--- config.mk ---
export PLATFORM = sky130hd
export DESIGN_NAME = windowed_peak_strength_core
export DESIGN_NICKNAME = d
export VERILOG_FILES = /design/src/rtl/wps_pkg.sv /design/src/rtl/wps_ram.sv /design/src/rtl/wps_div.sv /design/src/rtl/windowed_peak_strength_core.sv
export VERILOG_INCLUDE_DIRS = /design/src /design/src/rtl
export SDC_FILE = /design/constraint.sdc
export NUM_CORES = 2
export LEC_CHECK = 0
export ABC_AREA = 1
export BUFFER_PORTS_ARGS = -buffer_cell sky130_fd_sc_hd__clkbuf_2
export CORE_MARGIN = 4
export CORE_UTILIZATION = 30
export DETAILED_ROUTE_END_ITERATION = 7
export PLACE_DENSITY = 0.51
export SLEW_MARGIN = 30
export SYNTH_ARGS = -nofsm -noshare
export SYNTH_HDL_FRONTEND = slang
export SYNTH_SLANG_ARGS = --single-unit
--- constraint.sdc ---
create_clock -name clock -period 3.15 [get_ports clock]
set_clock_uncertainty 0.2 [all_clocks]
set_input_delay 0.1575 -clock clock [delete_from_list [all_inputs] [get_ports clock]]
set_output_delay 0.1575 -clock clock [all_outputs]
set_load 0.005 [all_outputs]
--- src/rtl/windowed_peak_strength_core_macros.svh ---
`ifndef WINDOWED_PEAK_STRENGTH_CORE_MACROS_SVH
`define WINDOWED_PEAK_STRENGTH_CORE_MACROS_SVH

// same-cycle implication
`define WPS_ASSERT_IMP(lbl, clk, rst, ante, cons) \
   lbl: assert property (@(posedge clk) disable iff (rst) (ante) |-> (cons)) \
      else $error("assertion failed");

// next-cycle implication
`define WPS_ASSERT_NEXT(lbl, clk, rst, ante, cons) \
   lbl: assert property (@(posedge clk) disable iff (rst) (ante) |=> (cons)) \
      else $error("assertion failed");

`endif

--- src/rtl/wps_pkg.sv ---
`timescale 1ns / 1ps

package wps_pkg;

   localparam int CFG_W        = 5;
   localparam int SAMPLE_W     = 16;
   localparam int STRENGTH_W   = 17;
   localparam int INDEX_W      = 16;
   localparam int FILL_W       = 6;
   localparam int FILL_CAP     = 63;
   localparam int WINDOW_RESET = 8;
   localparam int DEN_W        = CFG_W + 1;
   localparam int RSP_DATA_W   = 40;

   typedef struct packed {
      logic busy;
      logic done;
   } div_status_type;

endpackage

--- src/rtl/wps_ram.sv ---
`timescale 1ns / 1ps

module wps_ram #(
   parameter int WIDTH = 16,
   parameter int DEPTH = 64
) (
   input  logic                     clock,
   input  logic                     wr_en,
   input  logic [$clog2(DEPTH)-1:0] wr_addr,
   input  logic [WIDTH-1:0]         wr_data,
   input  logic                     rd_en,
   input  logic [$clog2(DEPTH)-1:0] rd_addr,
   output logic [WIDTH-1:0]         rd_data
);

   logic [WIDTH-1:0] mem_ff [DEPTH];
   logic [WIDTH-1:0] rd_data_ff;

   always_ff @(posedge clock) begin
      if (wr_en) begin
         mem_ff[wr_addr] <= wr_data;
      end
      if (rd_en) begin
         rd_data_ff <= mem_ff[rd_addr];
      end
   end

   assign rd_data = rd_data_ff;

endmodule

--- src/rtl/wps_div.sv ---
`timescale 1ns / 1ps

module wps_div import wps_pkg::*; #(
   parameter int NUM_W = 22,
   parameter int QUO_W = 16
) (
   input  logic                 clock,
   input  logic                 reset,
   input  logic                 start,
   input  logic [NUM_W-1:0]     dividend,
   input  logic [DEN_W-1:0]     divisor,
   output div_status_type       status,
   output logic [QUO_W-1:0]     quotient
);

   localparam int DSH_W  = DEN_W + QUO_W - 1;
   localparam int CW     = (NUM_W > DSH_W) ? NUM_W : DSH_W;
   localparam int STEP_W = $clog2(QUO_W + 1);

   logic [CW-1:0]     rem_ff, rem_in;
   logic [CW-1:0]     dsh_ff, dsh_in;
   logic [QUO_W-1:0]  quo_ff, quo_in;
   logic [STEP_W-1:0] step_ff, step_in;
   logic              busy_ff, busy_in;
   logic              done_ff, done_in;
   logic              fits;

   // restoring division, one quotient bit per cycle, msb first
   assign fits = rem_ff >= dsh_ff;

   always_comb begin
      rem_in  = rem_ff;
      dsh_in  = dsh_ff;
      quo_in  = quo_ff;
      step_in = step_ff;
      busy_in = busy_ff;
      done_in = 1'b0;
      if (start) begin
         rem_in  = CW'(dividend);
         dsh_in  = CW'(divisor) << (QUO_W - 1);
         quo_in  = '0;
         step_in = STEP_W'(QUO_W);
         busy_in = 1'b1;
      end else if (busy_ff) begin
         rem_in  = fits ? rem_ff - dsh_ff : rem_ff;
         dsh_in  = dsh_ff >> 1;
         quo_in  = QUO_W'({quo_ff, fits});
         step_in = step_ff - 1'b1;
         if (step_ff == STEP_W'(1)) begin
            busy_in = 1'b0;
            done_in = 1'b1;
         end
      end
   end

   always_ff @(posedge clock) begin
      if (reset) begin
         busy_ff <= 1'b0;
         done_ff <= 1'b0;
      end else begin
         busy_ff <= busy_in;
         done_ff <= done_in;
      end
   end

   always_ff @(posedge clock) begin
      rem_ff  <= rem_in;
      dsh_ff  <= dsh_in;
      quo_ff  <= quo_in;
      step_ff <= step_in;
   end

   assign status.busy = busy_ff;
   assign status.done = done_ff;
   assign quotient    = quo_ff;

endmodule

--- src/rtl/windowed_peak_strength_core.sv ---
`timescale 1ns / 1ps
// windowed peak strength scorer
// request channel: one sample per request, tlast marks the final frame of a
// sequence. result channel: one scored frame per result, trailing the input
// by W frames; the final request of a sequence releases all pending frames,
// the last of them with tlast high, then clears the sequence state.
// csr_wen/csr_wdata set W (window_half); write only while the block is idle.
// samples sit in a circular buffer in a single-port-read ram. scoring a frame
// reads its 2W+1 window entries, one per cycle; for a peak candidate it then
// divides the neighbor sum by 2W in a bit-serial divider of SW steps (SAMPLE_BITS, at most SAMPLE_W).
// a final request scores, in turn, each of the up to W + 1 frames it releases.
// one finished result is held in the output register; while the receiver
// stalls, the block accepts the next request and works up to the next result.
// reset is synchronous: the buffer is treated as empty through a fill count,
// so there is no clearing pass, and W returns to 8.

`include "windowed_peak_strength_core_macros.svh"

module windowed_peak_strength_core import wps_pkg::*; #(
   parameter int MAX_W       = 31,
   parameter int SAMPLE_BITS = 16
) (
   input  logic                  clock,
   input  logic                  reset,
   input  logic                  req_tvalid,
   output logic                  req_tready,
   input  logic [SAMPLE_W-1:0]   req_tdata,   // sample
   input  logic                  req_tlast,   // last_in
   output logic                  rsp_tvalid,
   input  logic                  rsp_tready,
   output logic [RSP_DATA_W-1:0] rsp_tdata,   // strength, frame_index, zero pad
   output logic                  rsp_tuser,   // is_peak
   output logic                  rsp_tlast,   // last_out
   input  logic                  csr_wen,
   input  logic [CFG_W-1:0]      csr_wdata    // window_half
);

   localparam int DEPTH   = 2 * MAX_W + 1;
   localparam int PTR_W   = $clog2(DEPTH);
   localparam int AGE_W   = PTR_W + 1;
   localparam int CNT_MAX = (DEPTH > FILL_CAP) ? DEPTH : FILL_CAP;
   localparam int CNT_W   = $clog2(CNT_MAX + 1);
   localparam int CMP_W   = (CNT_W > AGE_W) ? CNT_W : AGE_W;
   localparam int SW      = (SAMPLE_BITS < SAMPLE_W) ? SAMPLE_BITS : SAMPLE_W;
   localparam int SUM_W   = SW + $clog2(2 * MAX_W + 1);
   localparam int WIN_MAX = (MAX_W < (1 << CFG_W) - 1) ? MAX_W : (1 << CFG_W) - 1;

   localparam logic [2:0] ST_IDLE  = 3'd0;
   localparam logic [2:0] ST_START = 3'd1;
   localparam logic [2:0] ST_SCAN  = 3'd2;
   localparam logic [2:0] ST_TAIL  = 3'd3;
   localparam logic [2:0] ST_EVAL  = 3'd4;
   localparam logic [2:0] ST_DIV   = 3'd5;
   localparam logic [2:0] ST_OUT   = 3'd6;

   logic [2:0]              state_ff, state_in;
   logic [CFG_W-1:0]        csr_ff, csr_in;
   logic [PTR_W-1:0]        ptr_ff, ptr_in;
   logic [CNT_W-1:0]        cnt_ff, cnt_in;
   logic [INDEX_W-1:0]      emit_ff, emit_in;
   logic                    seq_last_ff, seq_last_in;
   logic [CFG_W-1:0]        d_ff, d_in;
   logic signed [AGE_W-1:0] age_ff, age_in;
   logic [SUM_W-1:0]        sum_ff, sum_in;
   logic [SW-1:0]           max_ff, max_in;
   logic [SW-1:0]           x_ff, x_in;
   logic                    tag_act_ff, tag_act_in;
   logic                    tag_ok_ff, tag_ok_in;
   logic                    tag_ctr_ff, tag_ctr_in;
   logic [STRENGTH_W-1:0]   res_str_ff, res_str_in;
   logic                    res_peak_ff, res_peak_in;
   logic                    rsp_tvalid_ff, rsp_tvalid_in;
   logic [STRENGTH_W-1:0]   out_str_ff, out_str_in;
   logic                    out_peak_ff, out_peak_in;
   logic [INDEX_W-1:0]      out_idx_ff, out_idx_in;
   logic                    out_last_ff, out_last_in;

   logic [CFG_W-1:0]        w_eff;
   logic                    accept;
   logic [CNT_W-1:0]        cnt_inc;
   logic [FILL_W-1:0]       fill_new, fill_dec;
   logic [PTR_W-1:0]        ptr_next;
   logic signed [AGE_W-1:0] d_age, w_age, age_lo;
   logic                    age_ok;
   logic signed [PTR_W+1:0] addr_diff;
   logic [PTR_W-1:0]        rd_addr;
   logic [SW-1:0]           rd_data, tap_val;
   logic                    rd_en;
   logic                    div_start;
   logic                    out_load;
   div_status_type          div_stat;
   logic [SW-1:0]           quotient;

   always_comb begin
      if (csr_ff == '0) begin
         w_eff = CFG_W'(1);
      end else if (int'(csr_ff) > WIN_MAX) begin
         w_eff = CFG_W'(WIN_MAX);
      end else begin
         w_eff = csr_ff;
      end
   end

   assign accept   = req_tvalid && req_tready;
   assign cnt_inc  = (cnt_ff == CNT_W'(CNT_MAX)) ? cnt_ff : cnt_ff + 1'b1;
   assign fill_new = (cnt_inc > CNT_W'(FILL_CAP)) ? FILL_W'(FILL_CAP) : FILL_W'(cnt_inc);
   assign fill_dec = fill_new - 1'b1;
   assign ptr_next = (ptr_ff == PTR_W'(DEPTH - 1)) ? '0 : ptr_ff + 1'b1;

   // window ages run from d + w down to d - w; age 0 is the newest sample
   assign d_age  = AGE_W'(d_ff);
   assign w_age  = AGE_W'(w_eff);
   assign age_lo = d_age - w_age;
   assign age_ok = !age_ff[AGE_W-1] &&
                   (CMP_W'(age_ff[AGE_W-2:0]) < CMP_W'(cnt_ff));

   assign addr_diff = $signed({2'b00, ptr_ff}) - (PTR_W + 2)'(age_ff);
   assign rd_addr   = addr_diff[PTR_W+1] ? PTR_W'(addr_diff + (PTR_W + 2)'(DEPTH))
                                         : PTR_W'(addr_diff);
   assign rd_en     = (state_ff == ST_SCAN);
   assign tap_val   = tag_ok_ff ? rd_data : '0;

   wps_ram #(
      .WIDTH (SW),
      .DEPTH (DEPTH)
   ) u_line (
      .clock   (clock),
      .wr_en   (accept),
      .wr_addr (ptr_next),
      .wr_data (req_tdata[SW-1:0]),
      .rd_en   (rd_en),
      .rd_addr (rd_addr),
      .rd_data (rd_data)
   );

   wps_div #(
      .NUM_W (SUM_W),
      .QUO_W (SW)
   ) u_div (
      .clock    (clock),
      .reset    (reset),
      .start    (div_start),
      .dividend (sum_ff),
      .divisor  ({w_eff, 1'b0}),
      .status   (div_stat),
      .quotient (quotient)
   );

   always_comb begin
      state_in      = state_ff;
      csr_in        = csr_wen ? csr_wdata : csr_ff;
      ptr_in        = ptr_ff;
      cnt_in        = cnt_ff;
      emit_in       = emit_ff;
      seq_last_in   = seq_last_ff;
      d_in          = d_ff;
      age_in        = age_ff;
      sum_in        = sum_ff;
      max_in        = max_ff;
      x_in          = x_ff;
      tag_act_in    = 1'b0;
      tag_ok_in     = age_ok;
      tag_ctr_in    = (age_ff == d_age);
      res_str_in    = res_str_ff;
      res_peak_in   = res_peak_ff;
      rsp_tvalid_in = rsp_tvalid_ff;
      out_str_in    = out_str_ff;
      out_peak_in   = out_peak_ff;
      out_idx_in    = out_idx_ff;
      out_last_in   = out_last_ff;
      div_start     = 1'b0;
      out_load      = 1'b0;

      if (rsp_tvalid_ff && rsp_tready) begin
         rsp_tvalid_in = 1'b0;
      end

      // ram data for the address issued in the previous cycle
      if (tag_act_ff) begin
         if (tag_ctr_ff) begin
            x_in = tap_val;
         end else begin
            sum_in = sum_ff + SUM_W'(tap_val);
            max_in = (tap_val > max_ff) ? tap_val : max_ff;
         end
      end

      case (state_ff)
         ST_IDLE: begin
            if (accept) begin
               ptr_in      = ptr_next;
               cnt_in      = cnt_inc;
               seq_last_in = req_tlast;
               if (req_tlast) begin
                  d_in     = (fill_dec < FILL_W'(w_eff)) ? CFG_W'(fill_dec) : w_eff;
                  state_in = ST_START;
               end else if (fill_new > FILL_W'(w_eff)) begin
                  d_in     = w_eff;
                  state_in = ST_START;
               end
            end
         end
         ST_START: begin
            age_in   = d_age + w_age;
            sum_in   = '0;
            max_in   = '0;
            x_in     = '0;
            state_in = ST_SCAN;
         end
         ST_SCAN: begin
            tag_act_in = 1'b1;
            age_in     = age_ff - 1'b1;
            if (age_ff == age_lo) begin
               state_in = ST_TAIL;
            end
         end
         ST_TAIL: begin
            state_in = ST_EVAL;
         end
         ST_EVAL: begin
            if (x_ff != '0 && x_ff >= max_ff) begin
               div_start = 1'b1;
               state_in  = ST_DIV;
            end else begin
               res_str_in  = '0;
               res_peak_in = 1'b0;
               state_in    = ST_OUT;
            end
         end
         ST_DIV: begin
            if (div_stat.done) begin
               res_str_in  = STRENGTH_W'(x_ff - quotient);
               res_peak_in = (x_ff != quotient);
               state_in    = ST_OUT;
            end
         end
         ST_OUT: begin
            if (!rsp_tvalid_ff || rsp_tready) begin
               out_load      = 1'b1;
               rsp_tvalid_in = 1'b1;
               out_str_in    = res_str_ff;
               out_peak_in   = res_peak_ff;
               out_idx_in    = emit_ff;
               out_last_in   = seq_last_ff && (d_ff == '0);
               emit_in       = emit_ff + 1'b1;
               if (seq_last_ff && d_ff != '0) begin
                  d_in     = d_ff - 1'b1;
                  state_in = ST_START;
               end else begin
                  state_in = ST_IDLE;
                  if (seq_last_ff) begin
                     cnt_in  = '0;
                     emit_in = '0;
                  end
               end
            end
         end
         default: begin
            state_in = ST_IDLE;
         end
      endcase
   end

   always_ff @(posedge clock) begin
      if (reset) begin
         state_ff      <= ST_IDLE;
         csr_ff        <= CFG_W'(WINDOW_RESET);
         ptr_ff        <= '0;
         cnt_ff        <= '0;
         emit_ff       <= '0;
         tag_act_ff    <= 1'b0;
         rsp_tvalid_ff <= 1'b0;
      end else begin
         state_ff      <= state_in;
         csr_ff        <= csr_in;
         ptr_ff        <= ptr_in;
         cnt_ff        <= cnt_in;
         emit_ff       <= emit_in;
         tag_act_ff    <= tag_act_in;
         rsp_tvalid_ff <= rsp_tvalid_in;
      end
   end

   always_ff @(posedge clock) begin
      seq_last_ff <= seq_last_in;
      d_ff        <= d_in;
      age_ff      <= age_in;
      sum_ff      <= sum_in;
      max_ff      <= max_in;
      x_ff        <= x_in;
      tag_ok_ff   <= tag_ok_in;
      tag_ctr_ff  <= tag_ctr_in;
      res_str_ff  <= res_str_in;
      res_peak_ff <= res_peak_in;
      out_str_ff  <= out_str_in;
      out_peak_ff <= out_peak_in;
      out_idx_ff  <= out_idx_in;
      out_last_ff <= out_last_in;
   end

   assign req_tready = (state_ff == ST_IDLE);
   assign rsp_tvalid = rsp_tvalid_ff;
   assign rsp_tdata  = {{(RSP_DATA_W - STRENGTH_W - INDEX_W){1'b0}}, out_idx_ff, out_str_ff};
   assign rsp_tuser  = out_peak_ff;
   assign rsp_tlast  = out_last_ff;

   `WPS_ASSERT_IMP(a_peak_nonzero, clock, reset, rsp_tvalid_ff && out_peak_ff, out_str_ff != '0)
   `WPS_ASSERT_IMP(a_strength_sign, clock, reset, rsp_tvalid_ff, !out_str_ff[STRENGTH_W-1])
   `WPS_ASSERT_IMP(a_div_running, clock, reset, state_ff == ST_DIV, div_stat.busy || div_stat.done)
   `WPS_ASSERT_NEXT(a_last_clears, clock, reset, out_load && seq_last_ff && d_ff == '0, cnt_ff == '0 && emit_ff == '0)

endmodule

==> impl_metrics.sql <==
INSERT INTO impl_metrics (metric_group, metric, value, unit) VALUES
('timing', 'final_period_demand_of_the_worst_path', '3300', 'ps'),
('global_route', 'globalRouteOverflowTotal', '0', ''),
('final_layout', 'fill_cells', '18400', ''),
('floorplan', 'dieHeight', '448', 'um'),
('route', 'dr.first_iter.drc_count', '4071', ''),
('final_layout', 'layout-drive-gt1-share', '20.4', '%'),
('floorplan', 'core_region_area', '0.192', 'sq mm'),
('route', 'via_count', '43600', ''),
('placed_design', 'numPortBuffers', '63', ''),
('route', 'drc_viols', '0', ''),
('global_route', 'initial_antenna_violation_count', '6', ''),
('route', 'wire_per_inst', '20.7', 'um'),
('yosys', 'synth_largest_area_cell', 'sky130_fd_sc_hd__edfxtp_1', ''),
('timing', 'rsz_0062_raised_after_global_routing', 'yes', ''),
('timing', 'clock.fmax', '303', 'MHz'),
('final_layout', 'number_of_cells_in_the_finished_layout_apart_from_fillers', '9147', ''),
('clocking', 'clock_insertion_delay_worst_skew', '780', 'ps'),
('timing', 'final_critical_path_setup_slack', '-147', 'ps'),
('critical_path', 'critical_path_rt', '3470', 'ps'),
('worst_hold_path', 'classification_of_the_worst_slack_hold_path', 'primary input to flip-flop', ''),
('floorplan', 'floorplan.initialDensity', '30.2', '%'),
('timing', 'fin_crit_sh', '105', '%'),
('yosys', 'post_synth_edffs', '1117', ''),
('critical_path', 'start_kind', 'flip-flop', ''),
('final_layout', 'layout.cell_area.non_filler', '0.0764', 'sq mm'),
('yosys', 'synth_most_common_cell', 'sky130_fd_sc_hd__nand2_1', ''),
('outcome', 'failed_checks', 'setup timing', ''),
('clocking', 'clock_tree.buffer_depth', '3', ''),
('yosys', 'synthDominantCellAreaShare', '57.8', '%'),
('yosys', 'synth_cells', '5933', ''),
('timing', 'worst_pin_slew', '1140', 'ps'),
('yosys', 'synth-async-reset-ratio', '0', '%'),
('final_layout', 'ff_latch_area', '0.0362', 'sq mm'),
('critical_path', 'worst-path-max-fanout', '6', ''),
('yosys', 'postSynthAreaPerCell', '9.78', 'sq um'),
('critical_path', 'endpoint_kind', 'flip-flop', ''),
('critical_path', 'setup.worst_path.class', 'flip-flop to flip-flop', ''),
('global_route', 'first_global_vias', '41000', ''),
('route', 'first_pass_drt_iterations', '7', ''),
('critical_path', 'reg2regPathDepth', '19', ''),
('global_route', 'grt_max_degree', '64', ''),
('yosys', 'synth.yosys.seq_area_share', '62.4', '%'),
('floorplan', 'die_area', '0.200', 'sq mm'),
('timing', 'final-setup-viol-count', '21', ''),
('floorplan', 'die_w', '448', 'um'),
('clocking', 'clock-root-buffer', 'sky130_fd_sc_hd__clkbuf_16', ''),
('clocking', 'cts.clk_slew.worst_paths', '60', 'ps'),
('route', 'routed_wl', '189000', 'um'),
('yosys', 'mappedNetlistArea', '0.0580', 'sq mm'),
('yosys', 'ys_dominant_reg_cell', 'sky130_fd_sc_hd__edfxtp_1', ''),
('yosys', 'top_cells_by_area_synth', 'sky130_fd_sc_hd__edfxtp_1 58%, sky130_fd_sc_hd__nand3_1 8.8%, sky130_fd_sc_hd__nand2_1 8.5%', ''),
('final_layout', 'multiInputGateArea', '0.0195', 'sq mm'),
('placed_design', 'placed_cells_incl_taps', '8678', ''),
('outcome', 'status', 'complete, but fails checks', ''),
('placed_design', 'dp_worst_setup_slack', '-649', 'ps'),
('clocking', 'htreeDepth', '4', ''),
('clocking', 'clock_sink_count', '1250', ''),
('clocking', 'number_of_cts_inserted_buffers', '140', ''),
('timing', 'finalHoldViolCount', '0', ''),
('yosys', 'netlist_top_cells_count', '1320 x sky130_fd_sc_hd__nand2_1, 1138 x sky130_fd_sc_hd__inv_1, 1117 x sky130_fd_sc_hd__edfxtp_1', ''),
('global_route', 'groute.usage.overall', '17.8', '%'),
('final_layout', 'area_growth_syn_to_layout', '31.8', '%'),
('clocking', 'tritoncts', 'yes', ''),
('placed_design', 'dpl_cell_area', '0.0650', 'sq mm'),
('global_route', 'global_route_wire_length_before_repair', '268000', 'um'),
('floorplan', 'ioPinCount', '71', ''),
('timing', 'slew_violations', '0', ''),
('placed_design', 'dp_hpwl', '115000', 'um'),
('route', 'ant_nets', '0', ''),
('floorplan', 'rows', '161', ''),
('final_layout', 'num-nets-final', '6666', ''),
('route', 'via_per_inst', '4.77', ''),
('yosys', 'synth_seq_cells', '1250', ''),
('placed_design', 'gpl.final_weighted_congestion', '0.869', ''),
('yosys', 'yosys.cell_types.count', '47', ''),
('job', 'cap_violations', '0', ''),
('critical_path', 'arrival', '3620', 'ps'),
('worst_hold_path', 'whs_path_depth', '1', ''),
('final_layout', 'finish.utilization', '39.7', '%'),
('yosys', 'yosysWarningCount', '0', ''),
('timing', 'max-slew-margin-rel', '23.8', '%');
-- final timing paths --
kind	slack [ps]	startpoint	to
max	-150	cnt_ff[0]	d_ff[0]
min reg2reg	210	res_str_ff[15]	out_str_ff[15]
max reg2reg	-150	cnt_ff[0]	d_ff[0]
min	90	req_tdata[6]	u_line.mem_ff[13][6]
-- kinds of logic (layout without fill, tap and decap cells) --
logic type | count (synthesis) | in the layout | synth area share (%)
AOI/OAI and AO/OA | 430 | 430 | 4.18
adders and majority gates | 132 | 132 | 2.92
buffers and inverters | 1414 | 2094 | 9.52
DFF | 1250 | 1250 | 62.4
other | 1 | 9 | 0.00646
xor gates and xnor gates | 62 | 62 | 0.949
and+or+nand+nor | 2644 | 2644 | 20.0
-- metrics by stage --
step	hold slack (ps)	TNS [ps]
global route	43.0	-5430
global placement	204	-10630
finish	87.8	-2340
floorplan	56.4	-91.9
detailed placement	208	-9680
CTS	13.0	-3160
-- critical path: stages (launching register included) --
cell,delay (ps)
sky130_fd_sc_hd__dfxtp_4,350
sky130_fd_sc_hd__ha_4,150
sky130_fd_sc_hd__nand2_2,60
sky130_fd_sc_hd__nor2_1,40
sky130_fd_sc_hd__nand2_1,110
sky130_fd_sc_hd__nor2_4,60
sky130_fd_sc_hd__buf_4,130
sky130_fd_sc_hd__inv_1,70
sky130_fd_sc_hd__nand2_2,100
sky130_fd_sc_hd__nor3_2,290
sky130_fd_sc_hd__xnor2_2,160
sky130_fd_sc_hd__inv_1,60
sky130_fd_sc_hd__ha_1,290
sky130_fd_sc_hd__nand2_1,60
sky130_fd_sc_hd__nor2_1,40
sky130_fd_sc_hd__a211o_1,260
sky130_fd_sc_hd__a211oi_4,320
sky130_fd_sc_hd__nand3_1,130
sky130_fd_sc_hd__nand3_1,110
sky130_fd_sc_hd__o21ai_1,60
-- cell usage in the layout, fill, tap and decap left out, types with 147 or more instances in the layout --
master / n
sky130_fd_sc_hd__nand3_1: 631
sky130_fd_sc_hd__nand2_1: 1291
sky130_fd_sc_hd__nor2_1: 174
sky130_fd_sc_hd__nand3_2: 280
sky130_fd_sc_hd__o21ai_0: 147
sky130_fd_sc_hd__inv_1: 1121
sky130_fd_sc_hd__edfxtp_1: 1117
sky130_fd_sc_hd__buf_4: 325
sky130_fd_sc_hd__a21oi_1: 162
sky130_fd_sc_hd__clkbuf_16: 184
-- area by class of cell --
cell class	count	share of cell area, %
clock buffers	176	4.88
flip-flops and latches	1250	47.4
diodes	2	0.00655
well taps	2526	4.13
clock inverters	78	1.11
repair buffers	695	11.3
multi-input cells	3275	25.5
inverters	1145	5.66
-- metal layers --
| metal | GRT usage [%] | routed length [um] | up-vias |
|---|---|---|---|
| met5 | 0 | 16 | - |
| met2 | 28.9 | 88000 | 1391 |
| met1 | 24.5 | 83500 | 21200 |
| met4 | 4.83 | 5880 | 2 |
| met3 | 2.82 | 12000 | 287 |
| li1 | - | - | 20800 |
-- timing repair --
| action | in CTS | in global routing |
|---|---|---|
| buffers inserted | 43 | 70 |
| hold endpoints to repair | 526 | 0 |
| pin swaps | 28 | 158 |
| gates resized for setup | 234 | 526 |
| cloned | 19 | 47 |
| setup endpoints to repair | 34 | 229 |
| hold buffers | 37 | 0 |
-- registers in the layout (all words and copies together) (netlist names), 6 cells and up --
register	flops
age_ff	7
res_str_ff	17
u_div.quotient	16
ptr_ff	6
emit_ff	16
out_idx_ff	16
sum_ff	22
u_line.mem_ff	1008
out_str_ff	17
max_ff	16
x_ff	16
cnt_ff	6
u_line.rd_data	16
u_div.rem_ff	22
u_div.dsh_ff	21
Power is not shown: default switching activity piles up to over one toggle a cycle in this logic, so the estimate is an artifact.
